File: src/sv/assert_macros.svh
// shared assertion macros, all sampled on clk_i and disabled while rst_ni is low
`ifndef ASSERT_MACROS_SVH
`define ASSERT_MACROS_SVH

`ifndef SYNTHESIS

// property holds at every clock edge outside reset
`define ASSERT_ALWAYS(lbl, prop) \
  lbl: assert property (@(posedge clk_i) disable iff (!rst_ni) (prop)) \
    else $error("assertion failed");

// trigger implies property at the next clock edge
`define ASSERT_NEXT(lbl, trig, prop) \
  lbl: assert property (@(posedge clk_i) disable iff (!rst_ni) (trig) |=> (prop)) \
    else $error("assertion failed");

`else

`define ASSERT_ALWAYS(lbl, prop)
`define ASSERT_NEXT(lbl, trig, prop)

`endif

`endif

File: src/sv/lpwm_pkg.sv
package lpwm_pkg;

  // pattern geometry
  localparam int unsigned MAX_PATTERN_LEN = 48;
  localparam int unsigned LETTER_COUNT    = 26;
  localparam int unsigned CODE_BITS       = 5;
  localparam int unsigned CODES_PER_REG   = 12;
  localparam int unsigned LETTER_REG_BITS = CODE_BITS * CODES_PER_REG;
  localparam int unsigned PATTERN_BITS    = LETTER_REG_BITS * 4;
  localparam int unsigned COUNT_BITS      = 6;
  localparam int unsigned CFG_DATA_BITS   = 64;
  localparam int unsigned CFG_ADDR_BITS   = 6;

  // register indexes (byte address is 8 * index)
  localparam logic [2:0] REG_PATTERN_LENGTH = 3'd0;
  localparam logic [2:0] REG_LETTERS_0      = 3'd1;
  localparam logic [2:0] REG_LETTERS_1      = 3'd2;
  localparam logic [2:0] REG_LETTERS_2      = 3'd3;
  localparam logic [2:0] REG_LETTERS_3      = 3'd4;

  typedef logic [COUNT_BITS-1:0] count_t;
  typedef logic [CODE_BITS-1:0]  letter_t;
  typedef logic [7:0]            char_t;

endpackage

File: src/sv/letter_pattern_word_matcher.sv
// letter pattern word matcher
// word bytes arrive on the input channel (word_byte_i, last_byte_i, valid/ready),
// one transaction per byte, the final byte of a word flagged by last_byte_i.
// each pattern letter is a variable: its first position binds it to the byte
// there, later positions must repeat that byte. one result transaction per word
// leaves on the output channel: word_matched_o and word_length_o (saturates at 63).
// the pattern is set over the apb port: pattern_length at 0x00, the four
// 60-bit letter registers (twelve 5-bit codes each) at 0x08, 0x10, 0x18, 0x20;
// write it only while no word is in flight.
// throughput: one byte per cycle, set by the single binding table lookup and
// compare stage that sits between the input register and the result register.
// a word's result is registered once its final byte leaves the input register.
// when the receiver stalls, the result register holds; the input register keeps
// filling with bytes that do not end a word, and a final byte waits there, so
// ready drops only once that register is blocked.
// reset clears the pattern, bindings, position count and conflict flag and
// empties both registers; the block takes transactions in the first cycle after.
`include "assert_macros.svh"

module letter_pattern_word_matcher (
  input  logic                                clk_i,
  input  logic                                rst_ni,
  // byte stream
  input  logic                                in_valid_i,
  output logic                                in_ready_o,
  input  lpwm_pkg::char_t                     word_byte_i,
  input  logic                                last_byte_i,
  // results
  output logic                                out_valid_o,
  input  logic                                out_ready_i,
  output logic                                word_matched_o,
  output lpwm_pkg::count_t                    word_length_o,
  // configuration
  input  logic                                psel,
  input  logic                                penable,
  input  logic                                pwrite,
  input  logic [lpwm_pkg::CFG_ADDR_BITS-1:0] paddr,
  input  logic [lpwm_pkg::CFG_DATA_BITS-1:0] pwdata,
  output logic [lpwm_pkg::CFG_DATA_BITS-1:0] prdata,
  output logic                                pready
);
  import lpwm_pkg::*;

  // configuration registers
  count_t                    plen_q;
  logic [PATTERN_BITS-1:0]   pattern_q;
  logic                      cfg_wr;
  logic [2:0]                cfg_idx;

  // input register
  logic                      s1_valid_q;
  char_t                     s1_byte_q;
  logic                      s1_last_q;
  logic                      s1_go;

  // per-word state
  char_t                     table_q [LETTER_COUNT];
  logic [LETTER_COUNT-1:0]   bvalid_q;
  logic [LETTER_COUNT-1:0]   bvalid_d;
  count_t                    count_q;
  count_t                    count_d;
  logic                      conflict_q;
  logic                      conflict_d;

  // result register
  logic                      out_valid_q;
  logic                      matched_q;
  count_t                    length_q;

  // lookup signals
  count_t                    pos_idx;
  logic                      in_pat;
  letter_t                   code;
  logic                      bad_code;
  letter_t                   code_idx;
  logic                      bound;
  logic                      mismatch;
  logic                      bind_en;
  logic                      conflict_step;
  count_t                    count_inc;
  logic                      matched;

  // apb decode
  assign pready  = 1'b1;
  assign cfg_wr  = psel && penable && pwrite;
  assign cfg_idx = paddr[5:3];

  always_comb begin
    prdata = '0;
    case (cfg_idx)
      REG_PATTERN_LENGTH: prdata = CFG_DATA_BITS'(plen_q);
      REG_LETTERS_0: prdata = CFG_DATA_BITS'(pattern_q[0*LETTER_REG_BITS +: LETTER_REG_BITS]);
      REG_LETTERS_1: prdata = CFG_DATA_BITS'(pattern_q[1*LETTER_REG_BITS +: LETTER_REG_BITS]);
      REG_LETTERS_2: prdata = CFG_DATA_BITS'(pattern_q[2*LETTER_REG_BITS +: LETTER_REG_BITS]);
      REG_LETTERS_3: prdata = CFG_DATA_BITS'(pattern_q[3*LETTER_REG_BITS +: LETTER_REG_BITS]);
      default:       prdata = '0;
    endcase
  end

  always_ff @(posedge clk_i or negedge rst_ni) begin
    if (!rst_ni) begin
      plen_q    <= '0;
      pattern_q <= '0;
    end else if (cfg_wr) begin
      case (cfg_idx)
        REG_PATTERN_LENGTH: plen_q <= pwdata[COUNT_BITS-1:0];
        REG_LETTERS_0: pattern_q[0*LETTER_REG_BITS +: LETTER_REG_BITS] <=
                         pwdata[LETTER_REG_BITS-1:0];
        REG_LETTERS_1: pattern_q[1*LETTER_REG_BITS +: LETTER_REG_BITS] <=
                         pwdata[LETTER_REG_BITS-1:0];
        REG_LETTERS_2: pattern_q[2*LETTER_REG_BITS +: LETTER_REG_BITS] <=
                         pwdata[LETTER_REG_BITS-1:0];
        REG_LETTERS_3: pattern_q[3*LETTER_REG_BITS +: LETTER_REG_BITS] <=
                         pwdata[LETTER_REG_BITS-1:0];
        default: ;
      endcase
    end
  end

  // stage advance: a final byte needs room in the result register
  assign s1_go      = s1_valid_q && (!s1_last_q || !out_valid_q || out_ready_i);
  assign in_ready_o = !s1_valid_q || s1_go;

  always_ff @(posedge clk_i or negedge rst_ni) begin
    if (!rst_ni) begin
      s1_valid_q <= 1'b0;
    end else if (in_ready_o) begin
      s1_valid_q <= in_valid_i;
    end
  end

  always_ff @(posedge clk_i) begin
    if (in_valid_i && in_ready_o) begin
      s1_byte_q <= word_byte_i;
      s1_last_q <= last_byte_i;
    end
  end

  // pattern letter at the current position
  always_comb begin
    in_pat   = (count_q < plen_q) && (count_q < COUNT_BITS'(MAX_PATTERN_LEN));
    pos_idx  = (count_q < COUNT_BITS'(MAX_PATTERN_LEN)) ? count_q : '0;
    code     = pattern_q[CODE_BITS*pos_idx +: CODE_BITS];
    bad_code = code >= CODE_BITS'(LETTER_COUNT);
    code_idx = bad_code ? '0 : code;
  end

  // binding lookup and compare
  always_comb begin
    bound         = bvalid_q[code_idx];
    mismatch      = bound && (table_q[code_idx] != s1_byte_q);
    bind_en       = in_pat && !bad_code && !bound;
    conflict_step = in_pat && (bad_code || mismatch);
    count_inc     = (count_q == '1) ? count_q : count_q + 1'b1;
    conflict_d    = conflict_q || conflict_step;
    matched       = (count_inc == plen_q) && (count_inc != '0) &&
                    (plen_q <= COUNT_BITS'(MAX_PATTERN_LEN)) && !conflict_d;
    bvalid_d      = bvalid_q;
    if (bind_en) begin
      bvalid_d[code_idx] = 1'b1;
    end
    count_d       = count_inc;
  end

  // per-word state, cleared after the final byte
  always_ff @(posedge clk_i or negedge rst_ni) begin
    if (!rst_ni) begin
      bvalid_q   <= '0;
      count_q    <= '0;
      conflict_q <= 1'b0;
    end else if (s1_go) begin
      if (s1_last_q) begin
        bvalid_q   <= '0;
        count_q    <= '0;
        conflict_q <= 1'b0;
      end else begin
        bvalid_q   <= bvalid_d;
        count_q    <= count_d;
        conflict_q <= conflict_d;
      end
    end
  end

  // binding table, no reset: entries are read only once bound
  always_ff @(posedge clk_i) begin
    if (s1_go && bind_en) begin
      table_q[code_idx] <= s1_byte_q;
    end
  end

  // result register
  always_ff @(posedge clk_i or negedge rst_ni) begin
    if (!rst_ni) begin
      out_valid_q <= 1'b0;
    end else if (s1_go && s1_last_q) begin
      out_valid_q <= 1'b1;
    end else if (out_ready_i) begin
      out_valid_q <= 1'b0;
    end
  end

  always_ff @(posedge clk_i) begin
    if (s1_go && s1_last_q) begin
      matched_q <= matched;
      length_q  <= count_inc;
    end
  end

  assign out_valid_o    = out_valid_q;
  assign word_matched_o = matched_q;
  assign word_length_o  = length_q;

  // checks
  `ASSERT_ALWAYS(a_stall_only_when_full, in_ready_o || (s1_valid_q && s1_last_q && out_valid_q))
  `ASSERT_NEXT(a_word_end_clears, s1_go && s1_last_q,
               count_q == '0 && bvalid_q == '0 && !conflict_q)
  `ASSERT_NEXT(a_mid_word_counts, s1_go && !s1_last_q, count_q != '0)
  `ASSERT_ALWAYS(a_match_has_length,
                 !(out_valid_q && matched_q) || (length_q == plen_q && length_q != '0))

endmodule

File: config.mk
export PLATFORM = sky130hd
export DESIGN_NAME = letter_pattern_word_matcher
export DESIGN_NICKNAME = d
export VERILOG_FILES = /design/src/sv/lpwm_pkg.sv /design/src/sv/letter_pattern_word_matcher.sv
export VERILOG_INCLUDE_DIRS = /design/src /design/src/sv
export SDC_FILE = /design/constraint.sdc
export NUM_CORES = 1
export LEC_CHECK = 0
export ABC_AREA = 1
export BUFFER_PORTS_ARGS = -buffer_cell sky130_fd_sc_hd__buf_2
export CORE_ASPECT_RATIO = 0.9
export CORE_MARGIN = 4
export CORE_UTILIZATION = 30
export DETAILED_ROUTE_END_ITERATION = 8
export PLACE_DENSITY_LB_ADDON = 0.3
export SLEW_MARGIN = 20
export SYNTH_ARGS = -nofsm -noshare
export SYNTH_HDL_FRONTEND = slang
export SYNTH_SLANG_ARGS = --single-unit
File: constraint.sdc
create_clock -name clk_i -period 3.3 [get_ports clk_i]
set_input_delay 0.33 -clock clk_i [delete_from_list [all_inputs] [get_ports clk_i]]
set_output_delay 0.33 -clock clk_i [all_outputs]
set_load 0.01 [all_outputs]
Yosys cells after proc, flatten, opt, wreduce, memory -nomap -nowiden --
Memory sizes are Yosys's and may differ from the RTL's. Cells that the tools add are included.
Storage, ports and cells: bits in writable memories 208, register bits after elaboration 297, output and inout port bits 74, input bits 86, memories 1
Cells by class: bitwise operators 1, $mul 1, shift-type cells 1, reduce and logical (&&, ||, !) cells 36, add/sub/neg operators 1, order comparisons 6, equal/unequal tests 7, multiplexer cells 16
Memories:
- table_q | depth 26, bits a word 8, read ports 1, clocked after Yosys merged registers in 0, write ports 1, RTL line letter_pattern_word_matcher.sv:57 | char_t table_q [LETTER_COUNT];
Operators by type and width (count):
- 60-bit case mux with 5 select lines | 1
- 240-bit by 10-bit indexed part select with 5-bit output | 1
- 26-bit 2-to-1 mux | 2
- 26-bit bitwise OR | 1
- 6-bit 2-to-1 mux | 3
- 1-bit logical AND | 15
- 2-bit AND reduction | 6
- 3-bit by 6-bit multiplier with 9-bit output, first input constant | 1
- 8-bit != test | 1
- 1-bit 2-to-1 mux | 7
- 6-bit by 1-bit adder with 6-bit output, second input constant | 1
- 3-bit by 2-bit == test with 1-bit output, second input constant | 2
- 6-bit == test | 1
- 6-bit == test, second input constant | 1
- 6-bit less-or-equal comparator, second input constant | 1
- 1-bit logical NOT | 6
- 5-bit by 6-bit less-than comparator with 1-bit output, second input constant | 1
- 6-bit less-than comparator | 1
- 6-bit less-than comparator, second input constant | 1
- 6-bit nonzero test | 1
- 1-bit binary-select mux with 5-bit select | 1
- 1-bit demux with 5-bit select | 1
- 5-bit by 1-bit greater-or-equal comparator with 1-bit output, second input constant | 1
- 5-bit greater-or-equal comparator, second input constant | 1
- 6 further kinds | 11

Logic depth before layout (Yosys ltp) --
depth in word-level cells 14, gate-level depth with buffers 35, depth with buffers taken out 32

Least setup slack after synthesis --
Ideal clock, no wire load.
path kind reg-to-reg, start reg count_q[4], end mem table_q[2][0] in the netlist's numbering (enable), path buffers 5, setup slack -343 ps, stages on the path, launching flop included 23, library setup time 370 ps, arrival time 3273 ps, required time 2930 ps, clock period less this slack 3643 ps, path through dfrtp_1 -> nand2_2 -> nand2_1 -> buf_6 -> buf_6 -> buf_4 -> o211ai_1 -> nand3_1 -> nand3_1 -> nand2_1 -> nand2_1 -> nand3_2 -> buf_2 -> nand2_2 -> o22ai_1 -> o21ai_1 -> nand2_1 -> a211oi_2 -> nand2_1 -> nor2_1 -> nand2_2 -> buf_2 -> nor2_1
Between the ends: word-level cells in the longest chain between the ends 13, elaborated cells on any way between the ends 17, classes of those cells mul (1); order compare (3); shift (1); mux (6); reduce/logical (6)
Ends and longest elaborated chain:
- from (decl) | RTL line letter_pattern_word_matcher.sv:60 | count_t count_q;
- from (signal assigned) | RTL line letter_pattern_word_matcher.sv:178 | count_q <= count_d;
- 6-bit less-than comparator | RTL line letter_pattern_word_matcher.sv:141, letter_pattern_word_matcher.sv:142
- 6-bit 2-to-1 mux | RTL line letter_pattern_word_matcher.sv:142 | pos_idx = (count_q < COUNT_BITS'(MAX_PATTERN_LEN)) ? count_q : '0;
- 3-bit by 6-bit multiplier with 9-bit output | RTL line letter_pattern_word_matcher.sv:143 | code = pattern_q[CODE_BITS*pos_idx +: CODE_BITS];
- 240-bit by 10-bit indexed part select with 5-bit output | RTL line letter_pattern_word_matcher.sv:143
- 5-bit greater-or-equal comparator | RTL line letter_pattern_word_matcher.sv:144 | bad_code = code >= CODE_BITS'(LETTER_COUNT);
- 5-bit 2-to-1 mux | RTL line letter_pattern_word_matcher.sv:145 | code_idx = bad_code ? '0 : code;
- 1-bit binary-select mux with 5-bit select | RTL line letter_pattern_word_matcher.sv:150 | bound = bvalid_q[code_idx];
- 1-bit 2-to-1 mux (not written as such) | RTL line letter_pattern_word_matcher.sv:150
- 1-bit logical NOT | RTL line letter_pattern_word_matcher.sv:152 | bind_en = in_pat && !bad_code && !bound;
- 1-bit logical AND | RTL line letter_pattern_word_matcher.sv:152
- 1-bit logical AND | RTL line letter_pattern_word_matcher.sv:186 | if (s1_go && bind_en) begin
- 1-bit 2-to-1 mux | RTL line letter_pattern_word_matcher.sv:186
- 1-bit 2-to-1 mux (not written as such) | RTL line letter_pattern_word_matcher.sv:187 | table_q[code_idx] <= s1_byte_q;
- to (decl) | RTL line letter_pattern_word_matcher.sv:57
Several ways; a longest one is shown, not always the timed one. The select of a mux whose other input is x is not followed.

Final worst setup path --
start reg count_q[4], end reg bvalid_q[11]
Between the ends: word-level cells in the longest chain between the ends 13, elaborated cells on any way between the ends 24, classes of those cells mul (1); order compare (5); shift (1); mux (8); bitwise (1); reduce/logical (8)
Ends and longest elaborated chain:
- 6-bit less-than comparator | RTL line letter_pattern_word_matcher.sv:141, letter_pattern_word_matcher.sv:142
- 6-bit 2-to-1 mux | RTL line letter_pattern_word_matcher.sv:142
- 3-bit by 6-bit multiplier with 9-bit output | RTL line letter_pattern_word_matcher.sv:143
- 240-bit by 10-bit indexed part select with 5-bit output | RTL line letter_pattern_word_matcher.sv:143
- 5-bit greater-or-equal comparator | RTL line letter_pattern_word_matcher.sv:144
- 5-bit 2-to-1 mux | RTL line letter_pattern_word_matcher.sv:145
- 5-bit by 6-bit less-than comparator with 1-bit output (not written as such) or 5-bit by 1-bit greater-or-equal comparator with 1-bit output (tied branches) | RTL line letter_pattern_word_matcher.sv:160 | bvalid_d[code_idx] = 1'b1;
- 1-bit logical AND (not written as such) | RTL line letter_pattern_word_matcher.sv:160
- 1-bit 2-to-1 mux (not written as such) | RTL line letter_pattern_word_matcher.sv:160
- 1-bit demux with 5-bit select | RTL line letter_pattern_word_matcher.sv:160
- 26-bit bitwise OR (no source line)
- 26-bit 2-to-1 mux | RTL line letter_pattern_word_matcher.sv:159 | if (bind_en) begin
- 26-bit 2-to-1 mux | RTL line letter_pattern_word_matcher.sv:172 | if (s1_last_q) begin
- to (signal assigned) | RTL line letter_pattern_word_matcher.sv:177 | bvalid_q <= bvalid_d;
- to (decl) | RTL line letter_pattern_word_matcher.sv:58 | logic [LETTER_COUNT-1:0] bvalid_q;
Several ways; a longest one is shown, not always the timed one. The select of a mux whose other input is x is not followed. A chain may end at the register's enable or synchronous reset.

==> reports/qor.yml <==
outcome:
  outcome: "complete, but fails checks"
  violations: "setup timing"
drt:
  viasPerCell: 4.98
  drt_iter0_markers: 2534
  firstDrtPassIters: 6
  wire_per_inst_um: 20.2
  ant_nets: 0
  drt_wl_total_um: 94200
  drc_errors: 0
  via_count: 23300
clock_tree:
  cts_made_buffers: 58
  cts_tree: "yes"
  cts.sinks: 505
  htree_levels: 2
  clock_path_buffers: 3
  clockRootBuffer: "clkbuf_16"
  clk_pin_slew_ps: 60
  worstSkewPairLatency_ps: 640
setup_path:
  critical_path_class: "reg2reg"
  startpoint_type: "flip-flop"
  cp-end-kind: "flip-flop"
  r2r_setup_slack_ps: -810
  slowest_delay_ps: 440
  cp.arrival_ps: 4590
  cp_data_required_time_ps: 3790
  cp_slowest_cell: "dfrtp_2"
  crit_fanout: 7
grt:
  overflow: 0
  grt_pass1_vias: 21700
  grt_max_degree: 121
  grt_usage_pct: 19.8
  antenna_found_initial: 6
  grt_pass1_wl_um: 134000
layout:
  finalNonFillerCells: 4673
  layout-drive-gt1-share_pct: 27.1
  post-route-util_pct: 42.4
  multi_input_area_um2: 10400
  syn2layout_area_growth_pct: 40.4
  seqCellArea_um2: 13800
  nFillCells: 8096
  final_area_um2: 35000
  nNetsFinal: 3645
placement:
  io_buffers: 147
  dp_hpwl_um: 62600
  dp.cells: 4478
  place_area_um2: 30600
  routabilityCongestion: 0.890
job:
  timing.max_cap.violations: 0
sta:
  worst_pin_slew_ps: 995
  setup_viol: 236
  min_period_ps: 4110
  rsz0062_at_grt: "true"
  period_share_pct: 124
  fin_ws_ps: -807
  slew_headroom_pct: 33.7
  max_freq_mhz: 243
  drv_slew: 0
  final-hold-violation-count: 0
  finalClockSkew_ps: 35.0
logic_synthesis:
  avgSynthCellArea_um2: 8.33
  synth_cells: 2993
  synth-async-reset-ratio_pct: 55.6
  synth.yosys.seq_area_share_pct: 55.2
  synth-edff-count: 224
  ys_ff_latch: 505
  ys_types: 46
  syn_area_um2: 24900
  ys_warn_count: 0
  synthFlopType: "dfrtp_1"
power_and_ir_drop:
  power_density_nw_per_um2: 699
  p_leak_nw: 16.2
  vdd_ir_drop_max_mv: 0.459
  power_w: 0.0245
die:
  core_um2: 82600
  die_h_um: 281
  rows: 100
  io_pins: 160
  initial_core_util_pct: 30.2
  die-area_um2: 87800
  dieWidth_um: 312
min_path:
  hold_class: "in2reg"
logic make-up (layout without fill, tap and decap cells):
kind of cell / Yosys count / in the layout / share of synthesized area [%]
and+or+nand+nor: 1492 / 1495 / 25.1
DFF: 505 / 505 / 55.2
buffers and inverters: 498 / 1099 / 8.42
AOI/OAI and AO/OA: 485 / 485 / 10.8
adders and majority gates: 6 / 6 / 0.301
xor gates and xnor gates: 5 / 5 / 0.176
other: 2 / 7 / 0.0301
cell type report:
cell class | instances | area share, %
well taps | 1071 | 3.83
clock inverters | 22 | 0.611
clock buffers | 85 | 4.76
repair buffers | 673 | 18.4
flip-flops and latches | 505 | 39.3
multi-input cells | 1996 | 29.6
diodes | 2 | 0.0143
inverters | 319 | 3.49
through the flow:
step / TNS (ps) / hold slack (ps) / setup WS (ps)
6_report: -180230 / 24.8 / -807
4_1_cts: -151070 / 2.84 / -689
3_3_place_gp: -155580 / 431 / -745
3_5_place_dp: -152740 / 432 / -714
5_1_grt: -205060 / 19.3 / -913
2_1_floorplan: -11210 / 34.4 / -88.8
Yosys cell counts (5+ instances only):
master	number	area share, %
nand2_2	6	0.15
nand4_1	36	0.90
o21ai_0	307	6.2
nor2_2	5	0.13
nor2_1	116	1.7
ha_1	6	0.30
nand2_1	1026	15
xor2_1	5	0.18
o22ai_1	15	0.38
buf_6	13	0.59
a21oi_1	42	0.84
nor3_1	5	0.10
nand3_1	245	4.9
buf_4	21	0.63
dfrtp_1	281	28
o211ai_1	19	0.57
clkbuf_1	96	1.4
inv_1	310	4.7
nand3b_1	42	1.3
buf_1	7	0.11
edfxtp_1	224	27
buf_2	42	0.84
o21ai_1	50	1.0
inv_2	8	0.12
o2111ai_1	27	0.95
power breakdown:
group	internal, W	switching [W]	total, W
logic	0.00444	0.00570	0.0101
registers	0.00738	0.000527	0.00791
clock network	0.00372	0.00270	0.00642
state kept, by name (all words and copies together), names as in the netlist:
| register | flops |
|---|---|
| table_q | 208 |
| conflict_q | 1 |
| word_length_o | 6 |
| count_q | 6 |
| s1_byte_q | 8 |
| out_valid_o | 1 |
| pattern_q | 240 |
| s1_last_q | 1 |
| s1_valid_q | 1 |
| bvalid_q | 26 |
| plen_q | 6 |
| word_matched_o | 1 |
layout by cell type (no fill, tap or decap), types with 6 or more instances in the layout:
master,synthesis,final
nand2_1,1026,974
buf_4,21,352
inv_1,310,308
o21ai_0,307,295
dfrtp_1,281,278
edfxtp_1,224,224
nand3_1,245,179
buf_2,42,146
clkbuf_16,0,86
buf_12,0,78
nor2_1,116,68
nand3_2,4,63
nand3b_1,42,42
o21ai_1,50,39
a21oi_1,42,37
buf_6,13,37
nand4_1,36,36
nor2_4,1,34
nand2_2,6,28
o2111ai_1,27,27
nand2_4,3,26
dlygate4sd3_1,0,24
o21ai_2,0,21
nor2_2,5,20
o211ai_1,19,19
clkbuf_1,96,17
o22ai_1,15,11
nand2_8,0,10
clkbuf_8,0,9
clkinv_2,0,8
nand3_4,0,7
buf_8,0,7
inv_2,8,6
clkinv_1,1,6
ha_1,6,6
worst max-delay path, delay by kind of cell (launching register included):
family / cells / cell delay, ps
AO/OA/AOI/OAI: 4 / 540
AND/OR/NAND/NOR: 18 / 1830
buffers and inverters: 7 / 1120
flip-flops: 1 / 440
metal layers:
layer	part of all wire, %	vias to the layer above	track usage (%)
li1	-	11000	-
met1	45	11200	28.5
met2	43	967	30.5
met3	8.3	172	4.03
met4	3.0	2	5.14
met5	0.019	-	0
repair_timing:
action                     in CTS  in global routing
setup endpoints to repair     236                236
hold buffers                   24                  0
hold endpoints to repair      116                  0
pin swaps                       1                 76
gates cloned                    0                 36
buffers inserted                1                 26
resized for setup              21                263
path summary, 6_finish.rpt:
check                         startpoint              to  cells past startpoint
max in group asynchronous         rst_ni    bvalid_q[16]                      3
setup reg to reg              count_q[4]    bvalid_q[11]                     29
setup / recovery              count_q[4]    bvalid_q[11]                     29
hold / removal                pwdata[27]   pattern_q[87]                      3
min in group asynchronous         rst_ni  pattern_q[190]                      2
hold reg to reg            pattern_q[42]   pattern_q[42]                      2
(Power assumes the default switching activity.)
